[src/jha_pkg.sv]
package jha_pkg;

    localparam int MAX_LABELS  = 256;
    localparam int MAX_COLUMNS = 16;
    localparam int COUNT_BITS  = 32;

    localparam int LABEL_BITS  = 9;
    localparam int COLUMN_BITS = 5;
    localparam int CMD_BITS    = 2;
    localparam int OUT_BITS    = 32;
    localparam int CFG_BITS    = 9;

    localparam int ROW_BITS    = $clog2(MAX_LABELS);
    localparam int COL_BITS    = $clog2(MAX_COLUMNS);
    localparam int ADDR_BITS   = ROW_BITS + COL_BITS;

    localparam int QUEUE_DEPTH = 4;
    localparam int QPTR_BITS   = $clog2(QUEUE_DEPTH);

    localparam logic [CMD_BITS-1:0] CMD_ACCUM      = 2'd0;
    localparam logic [CMD_BITS-1:0] CMD_READ       = 2'd1;
    localparam logic [CMD_BITS-1:0] CMD_READ_CLEAR = 2'd2;

    localparam logic REG_NUM_LABELS  = 1'b0;
    localparam logic REG_NUM_COLUMNS = 1'b1;

    localparam logic [COUNT_BITS-1:0] COUNT_MAX = '1;

    // One classified request on its way from the front end to the back end.
    typedef struct packed {
        logic [CMD_BITS-1:0]  command;
        logic [ADDR_BITS-1:0] slot;
        logic                 error;
    } work_t;

    typedef struct packed {
        logic clearing;
    } back_status_t;

endpackage

[src/jha_queue.sv]
module jha_queue (
    input  logic           aclk,
    input  logic           aresetn,
    input  logic           push,
    input  jha_pkg::work_t push_item,
    output logic           full,
    input  logic           pop,
    output jha_pkg::work_t head,
    output logic           empty
);
    import jha_pkg::*;

    work_t                entries_reg [QUEUE_DEPTH];
    logic [QPTR_BITS-1:0] wr_ptr_reg;
    logic [QPTR_BITS-1:0] rd_ptr_reg;
    logic [QPTR_BITS:0]   fill_reg;
    logic [QPTR_BITS:0]   fill_next;

    assign full  = (fill_reg == (QPTR_BITS+1)'(QUEUE_DEPTH));
    assign empty = (fill_reg == '0);
    assign head  = entries_reg[rd_ptr_reg];

    always_comb begin
        fill_next = fill_reg;
        if (push && !pop) begin
            fill_next = fill_reg + 1'b1;
        end else if (pop && !push) begin
            fill_next = fill_reg - 1'b1;
        end
    end

    always_ff @(posedge aclk) begin
        if (!aresetn) begin
            wr_ptr_reg <= '0;
            rd_ptr_reg <= '0;
            fill_reg   <= '0;
        end else begin
            fill_reg <= fill_next;
            if (push) begin
                wr_ptr_reg <= wr_ptr_reg + 1'b1;
            end
            if (pop) begin
                rd_ptr_reg <= rd_ptr_reg + 1'b1;
            end
        end
    end

    always_ff @(posedge aclk) begin
        if (push) begin
            entries_reg[wr_ptr_reg] <= push_item;
        end
    end

endmodule

[config.mk]
export PLATFORM = sky130hd
export DESIGN_NAME = jha_queue
export DESIGN_NICKNAME = d
export VERILOG_FILES = /design/src/jha_pkg.sv /design/src/jha_queue.sv
export SDC_FILE = /design/constraint.sdc
export NUM_CORES = 1
export LEC_CHECK = 0
export BUFFER_PORTS_ARGS = -buffer_cell sky130_fd_sc_hd__buf_2
export CAP_MARGIN = 20
export CORE_MARGIN = 1.5
export CORE_UTILIZATION = 60
export CTS_CLUSTER_SIZE = 40
export DETAILED_ROUTE_END_ITERATION = 10
export PLACE_DENSITY = 0.83
export SYNTH_ARGS = -nofsm -noshare
export SYNTH_HDL_FRONTEND = slang
export SYNTH_SLANG_ARGS = --single-unit
[constraint.sdc]
create_clock -name aclk -period 2.9 [get_ports aclk]
set_clock_uncertainty 0.1 [all_clocks]
set_input_delay 0.58 -clock aclk [delete_from_list [all_inputs] [get_ports aclk]]
set_output_delay 0.58 -clock aclk [all_outputs]
set_load 0.005 [all_outputs]
Word level (Yosys, flattened, before mapping)
Memories as Yosys holds them, arrays and structs flattened. A register that Yosys moved wholly into a read port is not among the register bits. Cells that the tools add are included.

Bits in registers: 7. Bits in writable memories: 60. Input bits: 19. Output and inout port bits: 17. Logic and storage cells: 21. Memories: 1.

$add $sub $neg: 4. Eq/ne operators: 1. Multiplexer cells: 6. Reduce and logical (&&, ||, !) cells: 6.

Memory list: entries_reg (words 4, bits a word 15, rd ports 1, clocked after Yosys merged registers in 1, write ports 1, line jha_queue.sv:13) `work_t entries_reg [QUEUE_DEPTH];`.

Operator list (number): 2-to-1 mux 3 bit (2); adder 2 x 1 -> 2 bit (second input constant) (2); 2-to-1 mux 2 bit (2); adder 3 x 1 -> 3 bit (second input constant) (1); == test 3 bit (second input constant) (1); logical NOT 3 bit (1); subtractor 3 x 1 -> 3 bit (second input constant) (1); logical AND 1 bit (2); logical NOT 1 bit (2); 2-to-1 mux 1 bit (2); nonzero test 2 bit (1).

Longest topological paths before layout
Depth after elaboration: 4. Gate-level depth with buffers: 7.

Worst setup path after synthesis
Ideal clock, no wire load.

Path kind: input to register. Start: input pop. End: register fill_reg[2]. Library setup time: 76 ps. Arrival time: 1762 ps. Data required time: 2724 ps. Setup slack: 962 ps. Stages: 7. Buffers on the path: 0. Cells stage by stage: inv_1 ha_1 inv_1 fa_1 xor2_1 or3_1 a21boi_0.

Cells in the longest elaborated chain, start to end: 3.

RTL lines: start, declared (line jha_queue.sv:7) `input logic pop,`; logical NOT 1 bit (line jha_queue.sv:25) `if (push && !pop) begin`; logical AND 1 bit (line jha_queue.sv:25); 2-to-1 mux 3 bit or nonzero test 2 bit (tied branches); end signal, assigned (line jha_queue.sv:38) `fill_reg <= fill_next;`; end, declared (line jha_queue.sv:16) `logic [QPTR_BITS:0] fill_reg;`.

Parallel ways exist; a longest one is shown, timed or not. A chain may end at the register's enable or synchronous reset.

==> summary.md <==
| Metric | Value |
|---|---|
| Reg clk slew, reported paths | 70 ps |
| Hold buffers post-CTS | 0 |
| Initial antenna violation count | 0 |
| Critical path endpoint category | primary output |
| Pre-CTS WS | 698 ps |
| CP peak stage delay | 620 ps |
| Synth Area in Compound Gates | 0.00474 |
| Syn-to-layout area delta | 16.4% |
| Total of max-cap violations | 0 |
| # rows | 23 |
| Final WS setup | 516 ps |
| Worst-Skew Late Latency | 330 ps |
| Sinks on Clock Net | 69 |
| Synth area leader | edfxtp_1 |
| Fmax | 420 MHz |
| CP max stage cell | mux4_1 |
| RSZ-0062 raised after global routing | no |
| Avg Cell Area, Syn | between 20 and 25 um2 |
| CORE AREA | roughly 4100 um2 |
| Synth Instances | 121 |
| Post-layout util | 0.747 |
| Mux cell area share after synthesis | 0.143 |
| CP Launch Type | register |
| CP Cell Sequence | buf_4 > mux4_1 > buf_2 |
| Post-Synth XOR/XNOR Area | 0.0166 |
| # port buffers | 35 |
| Req. time, crit path | 2220 ps |
| Pwr dens | around 720 nW/um2 |
| Run status | complete, no violations |
| Hpwl dp | 2.69 mm |
| Max reg flops | 60 |
| Root Driver | clkbuf_8 |
| ANT nets after route | 0 |
| Post-Syn Nets | roughly 150 |
| Cts repair resizes | 0 |
| Post-DR wirelength/cell | around 19 um |
| CP Capture Point | head[14] |
| Post CTS Setup Buffer Count | 0 |
| First-pass GRT wire length | 6.66 mm |
| Top cells by area, synth | edfxtp_1 68%, mux4_2 8.5%, dfxtp_1 6.8% |
| Drt total wl | 4.17 mm |
| H-Tree Depth | 3 |
| Netlist Area Pre-Place | 2640 um2 |
| Post-Route Setup TNS | 0 ps |
| CP Class | reg2out |
| Initial Util | 0.642 |
| Vias in the first global route | 1290 |
| Crit-path max FO | 15 |
| R2R depth | 3 |
| Top-area cell type share of the netlist area | 0.682 |
| Most frequent cells in the layout | 60 x edfxtp_1, 35 x buf_2, 10 x mux4_2, 10 x clkbuf_8 |
| Layout cell share with drive strength beyond 1 | 0.365 |
| GRT Total Usage | 0.195 |
| Vias | 1220 |
| Die ar. | a little under 5000 um2 |
| Worst vdd ir | 0.434 mV |
| Final hold vios | 0 |
| GP Congestion | 0.702 |
| Min cycle time layout | 2380 ps |
| Post-Synth Adder-Cell Area | 0.0313 |
| Most common cell after layout, fill and taps aside | edfxtp_1 |
| Vias per inst | 5.55 |
| Slew headroom | 0.476 |
| Hold Path Class | in2reg |
| Unique cell type count in the Yosys netlist | 21 |
| Slew at the pin closest to its max-slew limit | 786 ps |
| Largest family of logic cells by synthesized area | multiplexers |
| Antenna cells | 0 |
| RR Startpoint | wr_ptr_reg[0] |
| Die X | 69.3 um |
| TritonCTS Buffers | 9 |
| Crit path buf inv count | 2 |
| R2r setup slk | 1170 ps |
| Seq/Total Area, Yosys | 0.751 |
| Crit path depth | 3 |
| Largest net degree at the start of global routing | 16 |
| Nets | 190 |
| Yosys warning total | 0 |
| #FFs+latches synth | 69 |
| CTS max path bufs | 2 |
| Fin crit share | 0.822 |
| IO Pins | 36 |
| DRT Pass-1 Iters | 4 |
| Final Setup Violations | 0 |
| DR iter-0 viols | roughly 120 |
| Leakage | 1.11 nW |
| Worst R2R End | entries_reg[2][5] |
| Die Y | 69.3 um |
| Simple-Gate Fraction of Synth Area | 0.0346 |
| Top cell family by delay on the critical path | multiplexers |
| Slew Viols, Final | 0 |
| DRC viols | 0 |
| GRT overflow | 0 |
| CTS tree | built |
| Crit path DAT | 1700 ps |
worst min-delay path by stage:
stage / endpoint / cells after the start / start
6_report: entries_reg[0][1] / 1 / push_item[1]
5_1_grt: entries_reg[2][1] / 1 / push_item[1]
2_1_floorplan: fill_reg[2] / 2 / fill_reg[2]
3_5_place_dp: fill_reg[2] / 2 / fill_reg[2]
3_3_place_gp: fill_reg[2] / 2 / fill_reg[2]
4_1_cts: entries_reg[2][1] / 1 / push_item[1]
area by class of cell:
| type | instances | area, um2 |
|---|---|---|
| clock buffers | 10 | 138 |
| clock inverters | 6 | 86.3 |
| fillers | 232 | 1040 |
| inverters | 4 | 15.0 |
| multi-input cells | 45 | 607 |
| flip-flops and latches | 69 | 1980 |
| well taps | 50 | 62.6 |
| repair buffers | 36 | 183 |
power breakdown:
group | leakage (nW) | total [W] | switching [W] | internal (W)
Sequential | 0.626 | 0.00117 | 0.0000295 | 0.00114
Clock | 0.112 | 0.000852 | 0.000346 | 0.000505
Combinational | 0.372 | 0.000204 | 0.0000952 | 0.000109
metrics by stage:
stage / instance area [um2] / hold WS (ps) / total power [W] / cells
6_report: 3070 / 355 / 0.00222 / 220
5_1_grt: 3070 / 339 / 0.00231 / 220
4_1_cts: 3070 / 345 / 0.00224 / 220
3_5_place_dp: 2850 / 414 / 0.00140 / 204
3_3_place_gp: 2850 / 383 / 0.00138 / 204
2_1_floorplan: 2640 / 372 / 0.00131 / 121
cells by family after synthesis:
family | Yosys count
xor+xnor | 5
simple gates | 15
fa+ha+maj | 6
compound gates | 2
buf+inv | 7
flops | 69
mux | 17
Yosys cell counts (all sizes together):
cell	count
and2	9
xor2	3
nand2	1
or3	1
fa	1
mux4	15
mux2i	2
buf	3
inv	4
nor2b	2
dfxtp	9
nor3	1
ha	5
edfxtp	60
a21boi	1
o21ai	1
nor3b	1
xnor2	2
routing by layer:
layer / track usage / routed length, um / vias up
met1: 0.235 / 1730 / 614
met4: 0.0784 / 68 / 0
li1: - / - / 568
met5: 0 / 0 / -
met2: 0.323 / 2200 / 31
met3: 0.0669 / 169 / 7
No activity file was read; power rests on OpenSTA's default activity.
