### src/jha_pkg.sv
package jha_pkg;

    localparam int MAX_LABELS  = 256;
    localparam int MAX_COLUMNS = 16;
    localparam int COUNT_BITS  = 32;

    localparam int LABEL_BITS  = 9;
    localparam int COLUMN_BITS = 5;
    localparam int CMD_BITS    = 2;
    localparam int OUT_BITS    = 32;
    localparam int CFG_BITS    = 9;

    localparam int ROW_BITS    = $clog2(MAX_LABELS);
    localparam int COL_BITS    = $clog2(MAX_COLUMNS);
    localparam int ADDR_BITS   = ROW_BITS + COL_BITS;

    localparam int QUEUE_DEPTH = 4;
    localparam int QPTR_BITS   = $clog2(QUEUE_DEPTH);

    localparam logic [CMD_BITS-1:0] CMD_ACCUM      = 2'd0;
    localparam logic [CMD_BITS-1:0] CMD_READ       = 2'd1;
    localparam logic [CMD_BITS-1:0] CMD_READ_CLEAR = 2'd2;

    localparam logic REG_NUM_LABELS  = 1'b0;
    localparam logic REG_NUM_COLUMNS = 1'b1;

    localparam logic [COUNT_BITS-1:0] COUNT_MAX = '1;

    // One classified request on its way from the front end to the back end.
    typedef struct packed {
        logic [CMD_BITS-1:0]  command;
        logic [ADDR_BITS-1:0] slot;
        logic                 error;
    } work_t;

    typedef struct packed {
        logic clearing;
    } back_status_t;

endpackage

### src/jha_front.sv
module jha_front (
    input  logic                          aclk,
    input  logic                          aresetn,
    input  logic                          cfg_wr_en,
    input  logic                          cfg_index,
    input  logic [jha_pkg::CFG_BITS-1:0]  cfg_wdata,
    input  logic                          s_tvalid,
    output logic                          s_tready,
    input  logic [15:0]                   s_tdata,
    input  jha_pkg::back_status_t         back_status,
    input  logic                          q_full,
    output logic                          push,
    output jha_pkg::work_t                push_item
);
    import jha_pkg::*;

    logic [LABEL_BITS-1:0]  num_labels_reg;
    logic [COLUMN_BITS-1:0] num_columns_reg;

    logic [CMD_BITS-1:0]    command;
    logic [LABEL_BITS-1:0]  label;
    logic [COLUMN_BITS-1:0] column;
    logic [LABEL_BITS-1:0]  lab_lim;
    logic [COLUMN_BITS-1:0] col_lim;
    logic [LABEL_BITS-1:0]  label_m1;
    logic [COLUMN_BITS-1:0] column_m1;

    assign command = s_tdata[CMD_BITS-1:0];
    assign label   = s_tdata[CMD_BITS +: LABEL_BITS];
    assign column  = s_tdata[CMD_BITS+LABEL_BITS +: COLUMN_BITS];

    always_ff @(posedge aclk) begin
        if (!aresetn) begin
            num_labels_reg  <= LABEL_BITS'(MAX_LABELS);
            num_columns_reg <= COLUMN_BITS'(MAX_COLUMNS);
        end else if (cfg_wr_en) begin
            if (cfg_index == REG_NUM_LABELS) begin
                num_labels_reg <= cfg_wdata[LABEL_BITS-1:0];
            end else begin
                num_columns_reg <= cfg_wdata[COLUMN_BITS-1:0];
            end
        end
    end

    // A register set above the table size is clamped to the table size.
    always_comb begin
        lab_lim = (num_labels_reg < LABEL_BITS'(MAX_LABELS)) ?
                  num_labels_reg : LABEL_BITS'(MAX_LABELS);
        col_lim = (num_columns_reg < COLUMN_BITS'(MAX_COLUMNS)) ?
                  num_columns_reg : COLUMN_BITS'(MAX_COLUMNS);
    end

    assign label_m1  = label - 1'b1;
    assign column_m1 = column - 1'b1;

    always_comb begin
        push_item.command = command;
        push_item.slot    = {label_m1[ROW_BITS-1:0], column_m1[COL_BITS-1:0]};
        push_item.error   = (label == '0) || (label > lab_lim) ||
                            (column == '0) || (column > col_lim);
    end

    assign s_tready = !q_full && !back_status.clearing;
    assign push     = s_tvalid && s_tready;

endmodule

### config.mk
export PLATFORM = sky130hd
export DESIGN_NAME = jha_front
export DESIGN_NICKNAME = d
export VERILOG_FILES = /design/src/jha_pkg.sv /design/src/jha_front.sv
export SDC_FILE = /design/constraint.sdc
export NUM_CORES = 1
export LEC_CHECK = 0
export BUFFER_PORTS_ARGS = -buffer_cell sky130_fd_sc_hd__buf_2
export CAP_MARGIN = 10
export CORE_MARGIN = 2
export CORE_UTILIZATION = 52
export CTS_BUF_LIST = sky130_fd_sc_hd__clkbuf_2 sky130_fd_sc_hd__clkbuf_4 sky130_fd_sc_hd__clkbuf_8
export DETAILED_ROUTE_END_ITERATION = 8
export PLACE_DENSITY = 0.95
export SLEW_MARGIN = 5
export SYNTH_ARGS = -nofsm -noshare
export SYNTH_HDL_FRONTEND = slang
export SYNTH_SLANG_ARGS = --single-unit
export TNS_END_PERCENT = 10
### constraint.sdc
create_clock -name aclk -period 4.4 [get_ports aclk]
set_clock_uncertainty 0.2 [all_clocks]
set_input_delay 0.22 -clock aclk [delete_from_list [all_inputs] [get_ports aclk]]
set_output_delay 0.22 -clock aclk [all_outputs]
set_load 0.03 [all_outputs]
# Yosys cells after proc, flatten, opt, wreduce, memory -nomap -nowiden
# Cells that the tools add are included.
# Widths: inputs -> output; s select.
[op_classes]
n_lt_le_gt_ge = 4
addsub = 2
reduce_logical = 11
bitwise_logic = 1
mux = 2
[ops]
columns = ["operator", "count"]
rows = [
  ["$gt 9x9->1", 1],
  ["$logic_not 9->1", 1],
  ["$lt 9x9->1 const B", 1],
  ["$mux 9", 1],
  ["$sub 8x1->8 const B", 1],
  ["$gt 5x5->1", 1],
  ["$logic_not 5->1", 1],
  ["$lt 5x5->1 const B", 1],
  ["$mux 5", 1],
  ["$reduce_and 2->1", 2],
  ["$sub 4x1->4 const B", 1],
  ["$logic_or 1x1->1", 3],
  ["$logic_and 1x1->1", 2],
  ["$logic_not 1->1", 2],
  ["$not 1->1", 1],
]
[totals]
elab_cells = 22
inputBits = 32
out_inout_bits = 17
reg_bits = 14

# Longest topological paths before layout
# Gate-level depths: netlist of run 1.
[depth]
depth_word = 6
mapped_depth = 7
ltp_nobuf = 7

# Worst setup path after synthesis of run 1
# Ideal clock, no wire load.
[synth_path]
path_type = "flip-flop to output port"
start = "register num_labels_reg[8]"
end = "output port push_item[0] in the netlist's numbering"
t_required_ps = 3980
path_buffers = 0
setup_slack_ps = 2141
path_stages_with_launch = 8
arrival_ps = 1839
cell_sequence = "dfxtp_1 clkinv_1 nand2_1 ha_1 a21o_1 a21o_1 a2111oi_0 o211ai_1"
[synth_rtl]
columns = ["item", "line", "source"]
rows = [
  ["start, declared", "jha_front.sv:17", "logic [LABEL_BITS-1:0] num_labels_reg;"],
  ["start signal, assigned", "jha_front.sv:34", "num_labels_reg <= LABEL_BITS'(MAX_LABELS);"],
  ["start signal, assigned", "jha_front.sv:38", "num_labels_reg <= cfg_wdata[LABEL_BITS-1:0];"],
  ["end, declared", "jha_front.sv:13", "output jha_pkg::work_t push_item"],
]

==> flow_metrics.env, run 1 <==
export IMPL_antenna_found_initial=0
export IMPL_irDropWorstVdd_uv=225
export IMPL_hpwlAfterDp_um=2210
export IMPL_most_frequent_standard_cell_in_the_layout_excluding_fill_and_tap_cells="sky130_fd_sc_hd__buf_2"
export IMPL_detail_route_drc_violations=0
export IMPL_fillCellCount=164
export IMPL_synth_simple_gate_area_share=0.271
export IMPL_critPathKind="flip-flop to output pin"
export IMPL_io_pin_count=49
export IMPL_top_cell_type_s_share_of_synthesized_area=0.252
export IMPL_min_path_type="primary input to flip-flop"
export IMPL_grt_start_max_net_pins=15
export IMPL_synth_compound_area_share=0.173
export IMPL_post_synth_inst_count=141
export IMPL_maxSlewHeadroom=0.588
export IMPL_average_cell_area_after_synthesis_um2=7.89
export IMPL_synth_fa_ha_area_frac=0.191
export IMPL_mapped_nets=190
export IMPL_detail_route_first_pass_iterations=7
export IMPL_routed_wl_um=2580
export IMPL_rsz0062_at_grt="false"
export IMPL_final_layout_size_suffix_gt1_frac=0.277
export IMPL_timing_final_max_slew_violations=0
export IMPL_outcome="complete, no violations"
export IMPL_cts_repair_resized=0
export IMPL_layout_common_cells="44 x sky130_fd_sc_hd__buf_2, 35 x sky130_fd_sc_hd__nand2_1, 17 x sky130_fd_sc_hd__ha_1"
export IMPL_fin_setup_tns_ns=0
export IMPL_grt_pass1_vias=1092
export IMPL_postSynthRegisterBits=14
export IMPL_critical_path_peak_fanout=9
export IMPL_fin_nets=238
export IMPL_final_hold_violation_count=0
export IMPL_std_cell_rows=16
export IMPL_power_density_nw_per_um2=235
export IMPL_cts_root_buffer="sky130_fd_sc_hd__clkbuf_4"
export IMPL_port_buffers=44
export IMPL_maxClockFrequency_mhz=363
export IMPL_post_synth_num_cell_types=29
export IMPL_floorplan_initialDensity=0.561
export IMPL_postLayoutSetupSlackWorst_ns=1.64
export IMPL_globalRouteOverflowTotal=0
export IMPL_netlist_top_cell_by_area="sky130_fd_sc_hd__dfxtp_1"
export IMPL_timing_max_cap_violations=0
export IMPL_p_leak_nw=0.674
export IMPL_grt_first_pass_wirelength_um=4310
export IMPL_mappedNetlistArea_um2=1110
export IMPL_synth_top_cells_by_area="sky130_fd_sc_hd__dfxtp_1 25%, sky130_fd_sc_hd__ha_1 19%, sky130_fd_sc_hd__nand2_1 12%, sky130_fd_sc_hd__a21boi_0 8.8%, sky130_fd_sc_hd__xor2_1 4.7%"
export IMPL_cts_htree_levels=1
export IMPL_cts_made_buffers=3
export IMPL_timing_final_crit_period_ns=2.76
export IMPL_totalPowerFinal_uw=333
export IMPL_setup_violations=0
export IMPL_post_cts_setup_buffers=0
export IMPL_num_vias=1170
export IMPL_yosys_warnings=0
export IMPL_synth_ff_type="sky130_fd_sc_hd__dfxtp_1"
export IMPL_synth_top_family_by_area="simple AND/OR/NAND/NOR gates"
export IMPL_die_y_um=50.3
export IMPL_required_time_worst_endpoint_ns=3.98
export IMPL_preCtsSetupSlack_ns=1.93
export IMPL_path_clk_slew_ns=0.07
export IMPL_crit_path_end_kind="output pin"
export IMPL_routed_via_density=5.44
export IMPL_cts_buffer_depth=2
export IMPL_setup_worst_path_start_class="flip-flop"
export IMPL_largest_register_ffs=9
export IMPL_core_occupancy_in_the_finished_layout=0.715
export IMPL_detail_route_wl_per_cell_um=12.0
export IMPL_asyncSetResetFlopFracSynth=0
export IMPL_number_of_hold_repair_buffers_added_at_the_cts_stage=4
export IMPL_die_width_um=50.3
export IMPL_seq_area_frac_synth=0.252
export IMPL_insertedDiodeCount=0
export IMPL_synth_enable_flop_cells=0
export IMPL_mux_contribution_to_synthesized_area=0
export IMPL_placer_congestion_estimate=0.897
export IMPL_tritoncts="yes"
export IMPL_synthesized_area_fraction_occupied_by_xor_and_xnor_cells=0.0551
export IMPL_detailedRoute_firstIterationViolations=18
export IMPL_fp_coreArea_um2=1980
export IMPL_dieArea_um2=2530
export IMPL_area_growth_synth_to_final_pct=27.3
export IMPL_cp_data_arrival_time_ns=2.34
export IMPL_hold_slack_ns=0.00999
export IMPL_worst_slew_pin_slew_ns=0.617
export IMPL_grt_usage=0.213
export IMPL_cts_sinks=14
export IMPL_clock_latency_ns=0.27
export IMPL_ant_nets=0
export IMPL_final_period_util=0.627
-- cell usage after synthesis, types with 4 or more instances --
cell	instances
sky130_fd_sc_hd__a21boi_0	13
sky130_fd_sc_hd__a21oi_1	4
sky130_fd_sc_hd__dfxtp_1	14
sky130_fd_sc_hd__ha_1	17
sky130_fd_sc_hd__inv_1	9
sky130_fd_sc_hd__nand2_1	35
sky130_fd_sc_hd__nand3_1	7
sky130_fd_sc_hd__nor2_1	4
sky130_fd_sc_hd__xor2_1	6
-- layout make-up --
class / count / area, um^2 / area share
repair buffers: 48 / 260 / 0.184
clock buffers: 4 / 36.3 / 0.0256
multi-input cells: 112 / 768 / 0.542
well taps: 27 / 33.8 / 0.0239
inverters: 10 / 37.5 / 0.0265
flip-flops and latches: 14 / 280 / 0.198
-- cell families (layout without fill, tap and decap cells) --
family	count (synthesis)	after routing
compound gates	27	27
buf+inv	15	62
xor+xnor	7	7
fa+ha+maj	17	17
flops	14	14
simple gates	61	61
-- critical path, cell delays in order (launching register included) --
cell	delay, ns
sky130_fd_sc_hd__dfxtp_1	0.34
sky130_fd_sc_hd__clkinv_1	0.21
sky130_fd_sc_hd__nand2_1	0.14
sky130_fd_sc_hd__ha_1	0.25
sky130_fd_sc_hd__a21o_1	0.18
sky130_fd_sc_hd__a21o_1	0.16
sky130_fd_sc_hd__a2111oi_0	0.41
sky130_fd_sc_hd__o211ai_1	0.16
sky130_fd_sc_hd__buf_2	0.21
-- power breakdown --
group / total [mW] / internal (mW) / switching [mW] / leakage [nW]
Combinational: 0.110 / 0.0424 / 0.0675 / 0.539
Sequential: 0.136 / 0.133 / 0.00344 / 0.115
Clock: 0.0871 / 0.0503 / 0.0369 / 0.0210
-- path summary, 6_finish.rpt --
| check | startpoint | end | slack, ns | depth (start not counted) |
|---|---|---|---|---|
| setup / recovery | num_labels_reg[8]$_SDFFE_PN1P_ | push_item[0] | 1.64 | 8 |
| hold / removal | cfg_wdata[0] | num_labels_reg[0]$_SDFFE_PN0P_ | 0.01 | 3 |
| setup reg to reg | num_labels_reg[8]$_SDFFE_PN1P_ | num_labels_reg[8]$_SDFFE_PN1P_ | 3.35 | 2 |
| hold reg to reg | num_labels_reg[2]$_SDFFE_PN0P_ | num_labels_reg[2]$_SDFFE_PN0P_ | 0.27 | 2 |
-- stage by stage --
step                      cells  area, um^2
after floorplan             141        1110
after global placement      207        1340
after detailed placement    207        1340
after CTS                   215        1420
after global routing        215        1420
final                       215        1420
-- per-layer routing --
layer / part of all wire / vias up / GRT usage
met4: 0.0066 / 0 / 0.0556
met5: 0 / - / 0
met3: 0.064 / 2 / 0.0238
li1: - / 591 / -
met1: 0.42 / 522 / 0.246
met2: 0.51 / 55 / 0.408
Power figures use the tool's default switching activity.
==> inputs of run 2 (changes only) <==
--- a/config.mk
+++ b/config.mk
@@ -8,10 +8,10 @@
 export BUFFER_PORTS_ARGS = -buffer_cell sky130_fd_sc_hd__buf_2
 export CAP_MARGIN = 10
 export CORE_MARGIN = 2
-export CORE_UTILIZATION = 52
+export CORE_UTILIZATION = 49
 export CTS_BUF_LIST = sky130_fd_sc_hd__clkbuf_2 sky130_fd_sc_hd__clkbuf_4 sky130_fd_sc_hd__clkbuf_8
 export DETAILED_ROUTE_END_ITERATION = 8
-export PLACE_DENSITY = 0.95
+export PLACE_DENSITY = 0.93
 export SLEW_MARGIN = 5
 export SYNTH_ARGS = -nofsm -noshare
 export SYNTH_HDL_FRONTEND = slang
==> constraint.sdc (replaced) <==
create_clock -name aclk -period 2.7 [get_ports aclk]
set_clock_uncertainty 0.2 [all_clocks]
set_input_delay 0.135 -clock aclk [delete_from_list [all_inputs] [get_ports aclk]]
set_output_delay 0.135 -clock aclk [all_outputs]
set_load 0.03 [all_outputs]
==> flow_metrics.env, run 2 (synthesis gave the netlist of run 1 again) <==
export IMPL_outcome="complete, no violations"
export IMPL_min_path_type="primary input to flip-flop"
export IMPL_final_layout_size_suffix_gt1_frac=0.271
export IMPL_io_pin_count=49
export IMPL_insertedDiodeCount=0
export IMPL_portion_of_total_power_attributed_to_the_clock_network=0.264
export IMPL_cp_cell_sequence="clkinvlp_4 > nand2_1 > ha_1 > a21o_1 > a21o_1 > a2111oi_1 > o211ai_1 > buf_2"
export IMPL_dr_wl_met3_um=154
export IMPL_detail_route_drc_violations=0
export IMPL_p_leak_nw=0.713
export IMPL_clock_latency_ns=0.27
export IMPL_cp_data_arrival_time_ns=2.29
export IMPL_tritoncts="yes"
export IMPL_power_net_switching_uw=183
export IMPL_dieArea_um2=2670
export IMPL_critPathMostFrequentCell="sky130_fd_sc_hd__a21o_1"
export IMPL_fillCellCount=184
export IMPL_required_time_worst_endpoint_ns=2.37
export IMPL_worst_path_largest_cell_delay_ns=0.41
export IMPL_timing_max_cap_violations=0
export IMPL_detailedRoute_firstIterationViolations=31
export IMPL_grt_pass1_vias=963
export IMPL_p_int_uw=378
export IMPL_area_growth_synth_to_final_pct=37.6
export IMPL_die_width_um=51.6
export IMPL_sequentialPowerShare=0.397
export IMPL_worstHoldPathCells=2
export IMPL_hold_slack_ns=0.00863
export IMPL_placer_congestion_estimate=0.859
export IMPL_cts_made_buffers=3
export IMPL_globalRouteOverflowTotal=0
export IMPL_path_clk_slew_ns=0.08
export IMPL_whs_endpoint="num_columns_reg[2]$_SDFFE_PN0P_"
export IMPL_std_cell_rows=17
export IMPL_grt_start_max_net_pins=15
export IMPL_multi_input_gate_area_um2=769
export IMPL_combinational_fraction_of_design_power=0.339
export IMPL_power_switching_share=0.326
export IMPL_routed_via_density=5.01
export IMPL_timing_final_crit_period_ns=2.62
export IMPL_worstHoldStart="aresetn"
export IMPL_maxClockFrequency_mhz=381
export IMPL_crit_path_end_kind="output pin"
export IMPL_largest_register_ffs=9
export IMPL_floorplan_initialDensity=0.513
export IMPL_die_y_um=51.6
export IMPL_fp_coreArea_um2=2170
export IMPL_detail_route_wl_per_cell_um=11.4
export IMPL_fin_nets=249
export IMPL_final_hold_violation_count=0
export IMPL_met2WireLength_um=1260
export IMPL_num_vias=1138
export IMPL_hpwlAfterDp_um=1890
export IMPL_layout_common_cells="44 x sky130_fd_sc_hd__buf_2, 35 x sky130_fd_sc_hd__nand2_1, 17 x sky130_fd_sc_hd__ha_1"
export IMPL_port_buffers=44
export IMPL_routed_wl_um=2590
export IMPL_cts_sinks=14
export IMPL_maxSlewHeadroom=0.567
export IMPL_setup_violations=0
export IMPL_regToRegEndpoint="num_labels_reg[8]$_SDFFE_PN1P_"
export IMPL_grt_first_pass_wirelength_um=3890
export IMPL_wl_met1_um=1150
export IMPL_critPathKind="flip-flop to output pin"
export IMPL_grt_usage=0.188
export IMPL_detail_route_first_pass_iterations=4
export IMPL_worst_r2r_setup_slack_ns=1.01
export IMPL_layout_area_seq_um2=280
export IMPL_top_layer="met4"
export IMPL_power_density_nw_per_um2=367
export IMPL_timing_final_max_slew_violations=0
export IMPL_cpMaxStageDelayCell="sky130_fd_sc_hd__a2111oi_1"
export IMPL_cts_htree_levels=1
export IMPL_critical_path_peak_fanout=9
export IMPL_r2r_worst_path_cells=4
export IMPL_final_period_util=0.971
export IMPL_rsz0062_at_grt="false"
export IMPL_worst_slew_pin_slew_ns=0.648
export IMPL_irDropWorstVdd_uv=318
export IMPL_cts_root_buffer="sky130_fd_sc_hd__clkbuf_4"
export IMPL_fin_setup_tns_ns=0
export IMPL_ant_nets=0
export IMPL_cts_buffer_depth=2
export IMPL_antenna_found_initial=0
export IMPL_setup_worst_path_start_class="flip-flop"
export IMPL_critical_register_to_register_path_startpoint="num_labels_reg[8]$_SDFFE_PN1P_"
export IMPL_most_frequent_standard_cell_in_the_layout_excluding_fill_and_tap_cells="sky130_fd_sc_hd__buf_2"
==> run 2: changes by cell type in the layout (fill, tap and decap cells not counted) <==
| cell | before | now |
|---|---|---|
| sky130_fd_sc_hd__clkinvlp_4 | 0 | 1 |
| sky130_fd_sc_hd__buf_4 | 0 | 1 |
| sky130_fd_sc_hd__clkinv_1 | 1 | 0 |
| sky130_fd_sc_hd__dlygate4sd3_1 | 4 | 14 |
| sky130_fd_sc_hd__a2111oi_0 | 1 | 0 |
| sky130_fd_sc_hd__a2111oi_1 | 0 | 1 |
==> run 2: worst max-delay path: cells and delay by family (launching register included) <==
family,cells,cell delay (ns)
buf+inv,2,0.38
flops,1,0.38
fa+ha+maj,1,0.24
simple gates,1,0.10
compound gates,4,0.92
==> run 2: cell type report <==
class | instances | share of cell area
clock buffers | 4 | 0.0237
inverters | 10 | 0.0270
multi-input cells | 112 | 0.503
flip-flops and latches | 14 | 0.183
well taps | 28 | 0.0229
repair buffers | 59 | 0.240
==> run 2: power by group through the flow <==
stage | clock network (mW) | registers, mW | logic (mW)
global placement | 0 | 0.227 | 0.168
CTS | 0.149 | 0.222 | 0.186
global route | 0.154 | 0.224 | 0.208
detailed placement | 0 | 0.227 | 0.171
floorplan | 0 | 0.225 | 0.114
finish | 0.148 | 0.223 | 0.190
==> run 2: per-layer routing <==
metal | track usage | vias to the layer above
met1 | 0.236 | 486
met5 | 0 | -
met2 | 0.350 | 46
met4 | 0.0395 | 0
met3 | 0.0144 | 2
li1 | - | 604
==> run 2: worst max path at each step <==
stage                              startpoint           end  depth (start not counted)
2_1_floorplan  num_labels_reg[8]$_SDFFE_PN1P_  push_item[0]                          7
3_5_place_dp   num_labels_reg[8]$_SDFFE_PN1P_  push_item[0]                          8
4_1_cts        num_labels_reg[8]$_SDFFE_PN1P_  push_item[0]                          8
6_report       num_labels_reg[8]$_SDFFE_PN1P_  push_item[0]                          8
3_3_place_gp   num_labels_reg[8]$_SDFFE_PN1P_  push_item[0]                          8
5_1_grt        num_labels_reg[8]$_SDFFE_PN1P_  push_item[0]                          8
==> run 2: metrics by stage <==
| step | cells | utilization | power [mW] | area, um^2 | setup WS, ns |
|---|---|---|---|---|---|
| floorplan | 141 | - | 0.339 | 1110 | 0.526 |
| finish | 227 | 0.705 | 0.561 | 1530 | 0.0771 |
| detailed placement | 208 | 0.618 | 0.398 | 1340 | 0.378 |
| CTS | 226 | 0.700 | 0.558 | 1520 | 0.0669 |
| global route | 227 | 0.705 | 0.585 | 1530 | 0.000580 |
| global placement | 208 | 0.618 | 0.394 | 1340 | 0.423 |
==> run 2: repair_timing <==
action | in CTS | in global routing
hold buffers | 14 | 0
endpoints found under the hold margin | 14 | 0
buffers inserted | 0 | 1
setup endpoints to repair | 0 | 1
resized for setup | 0 | 2
==> inputs of run 3 (changes only) <==
--- a/config.mk
+++ b/config.mk
@@ -5,7 +5,7 @@
 export SDC_FILE = /design/constraint.sdc
 export NUM_CORES = 1
 export LEC_CHECK = 0
-export BUFFER_PORTS_ARGS = -buffer_cell sky130_fd_sc_hd__buf_2
+export BUFFER_PORTS_ARGS = -buffer_cell sky130_fd_sc_hd__buf_4
 export CAP_MARGIN = 10
 export CORE_MARGIN = 2
 export CORE_UTILIZATION = 49
==> flow_metrics.env, run 3 (synthesis gave the netlist of run 1 again) <==
export IMPL_critical_path_peak_fanout=8
export IMPL_p_leak_nw=0.782
export IMPL_area_growth_synth_to_final_pct=53.4
export IMPL_cp_depth=8
export IMPL_final_hold_violation_count=0
export IMPL_cts_made_buffers=3
export IMPL_placer_congestion_estimate=0.822
export IMPL_grt_usage=0.248
export IMPL_min_path_type="primary input to output pin"
export IMPL_grt_pass1_vias=1186
export IMPL_cts_htree_levels=1
export IMPL_rsz0062_at_grt="false"
export IMPL_detail_route_drc_violations=0
export IMPL_fin_nets=256
export IMPL_hold_slack_ns=0.0701
export IMPL_detail_route_first_pass_iterations=4
export IMPL_final_area_um2=1710
export IMPL_cp_endpoint="push_item[0]"
export IMPL_crit_path_end_kind="output pin"
export IMPL_maxClockFrequency_mhz=392
export IMPL_insertedDiodeCount=0
export IMPL_dieArea_um2=2670
export IMPL_floorplan_initialDensity=0.513
export IMPL_std_cell_rows=17
export IMPL_critical_path_top_delay_family="compound AO/OA/AOI/OAI gates"
export IMPL_cts_sinks=14
export IMPL_critPathMostFrequentCell="sky130_fd_sc_hd__a21o_1"
export IMPL_largest_register_ffs=9
export IMPL_totalPowerFinal_uw=604
export IMPL_placed_area_um2=1450
export IMPL_setup_worst_path_start_class="flip-flop"
export IMPL_fillCellCount=144
export IMPL_cp_data_arrival_time_ns=2.22
export IMPL_routed_wl_um=3080
export IMPL_maxSlewHeadroom=0.585
export IMPL_outcome="complete, no violations"
export IMPL_layout_common_cells="47 x sky130_fd_sc_hd__buf_4, 35 x sky130_fd_sc_hd__nand2_1, 19 x sky130_fd_sc_hd__dlygate4sd3_1"
export IMPL_grt_first_pass_wirelength_um=4950
export IMPL_num_vias=1217
export IMPL_most_frequent_standard_cell_in_the_layout_excluding_fill_and_tap_cells="sky130_fd_sc_hd__buf_4"
export IMPL_io_pin_count=49
export IMPL_die_width_um=51.6
export IMPL_critical_path_n_buffers_inverters=2
export IMPL_worst_r2r_setup_slack_ns=1.05
export IMPL_worst_slew_pin_slew_ns=0.621
export IMPL_cp_cell_sequence="clkinvlp_4 > nand2_1 > ha_1 > a21o_1 > a21o_1 > a2111oi_1 > o211ai_1 > buf_4"
export IMPL_detailedRoute_firstIterationViolations=23
export IMPL_routed_via_density=5.20
export IMPL_regToRegEndpoint="num_labels_reg[8]$_SDFFE_PN1P_"
export IMPL_timing_final_max_slew_violations=0
export IMPL_critical_register_to_register_path_startpoint="num_labels_reg[8]$_SDFFE_PN1P_"
export IMPL_post_layout_nonfiller_instances=234
export IMPL_detail_route_wl_per_cell_um=13.2
export IMPL_final_layout_size_suffix_gt1_frac=0.277
export IMPL_timing_final_crit_period_ns=2.55
export IMPL_clock_latency_ns=0.29
export IMPL_fin_setup_tns_ns=0
export IMPL_cts_buffer_depth=2
export IMPL_worstHoldStart="s_tdata[0]"
export IMPL_port_buffers=44
export IMPL_r2r_worst_path_cells=4
export IMPL_worst_path_largest_cell_delay_ns=0.38
export IMPL_required_time_worst_endpoint_ns=2.37
export IMPL_critPathKind="flip-flop to output pin"
export IMPL_launching_element_of_the_worst_setup_path="num_labels_reg[8]$_SDFFE_PN1P_"
export IMPL_path_clk_slew_ns=0.09
export IMPL_final_period_util=0.946
export IMPL_irDropWorstVdd_uv=351
export IMPL_timing_max_cap_violations=0
export IMPL_cpMaxStageDelayCell="sky130_fd_sc_hd__a2111oi_1"
export IMPL_fp_coreArea_um2=2170
export IMPL_ant_nets=0
export IMPL_setup_violations=0
export IMPL_die_y_um=51.6
export IMPL_tritoncts="yes"
export IMPL_antenna_found_initial=0
export IMPL_cts_root_buffer="sky130_fd_sc_hd__clkbuf_4"
export IMPL_hpwlAfterDp_um=2150
export IMPL_grt_start_max_net_pins=15
export IMPL_globalRouteOverflowTotal=0
export IMPL_power_density_nw_per_um2=354
export IMPL_placed_cells_incl_taps=208
## run 3: worst min path at each step
stage,to,slack (ns),cells after the start
final,push_item[13],0.07,0
after global routing,push_item[14],0.07,0
after CTS,push_item[13],0.07,0
after detailed placement,push_item[13],0.07,0
after global placement,push_item[13],0.07,0
after floorplan,num_labels_reg[8]$_SDFFE_PN1P_,0.07,2
## run 3: power by group
group | leakage, nW | internal [mW] | switching, mW | total (mW)
registers | 0.114 | 0.217 | 0.00594 | 0.223
logic | 0.647 | 0.109 | 0.118 | 0.227
clock network | 0.0210 | 0.0823 | 0.0727 | 0.155
## run 3: metal layers
metal / vias up / routed length [um] / track usage
met5: - / 0 / 0
li1: 615 / - / -
met4: 0 / 73 / 0.114
met2: 48 / 1680 / 0.485
met1: 545 / 1200 / 0.262
met3: 9 / 126 / 0.0259
## run 3: cell type report
type	instances	area, um^2	share of cell area
multi-input combinational	112	769	0.451
timing repair buffer	66	543	0.318
sequential	14	282	0.165
inverter	10	41.3	0.0242
clock buffer	4	36.3	0.0213
tap	28	35.0	0.0205
## run 3: what timing repair did
action                                  4_1_cts  5_1_grt
hold buffers                                 19        0
endpoints found under the hold margin        14        0
endpoints found under the setup margin        0        1
resized for setup                             0        3
buffers inserted                              0        3
## run 3: through the flow
step,setup WS [ns],util
final,0.146,0.787
after global routing,0.0363,0.787
after CTS,0.0635,0.773
after detailed placement,0.399,0.669
after global placement,0.412,0.669
after floorplan,0.526,-
## run 3: worst register-to-register path, delay by kind of cell, from the launching register on
family	cells	cell delay (ns)
flops	1	0.36
compound gates	1	0.16
buf+inv	3	0.88
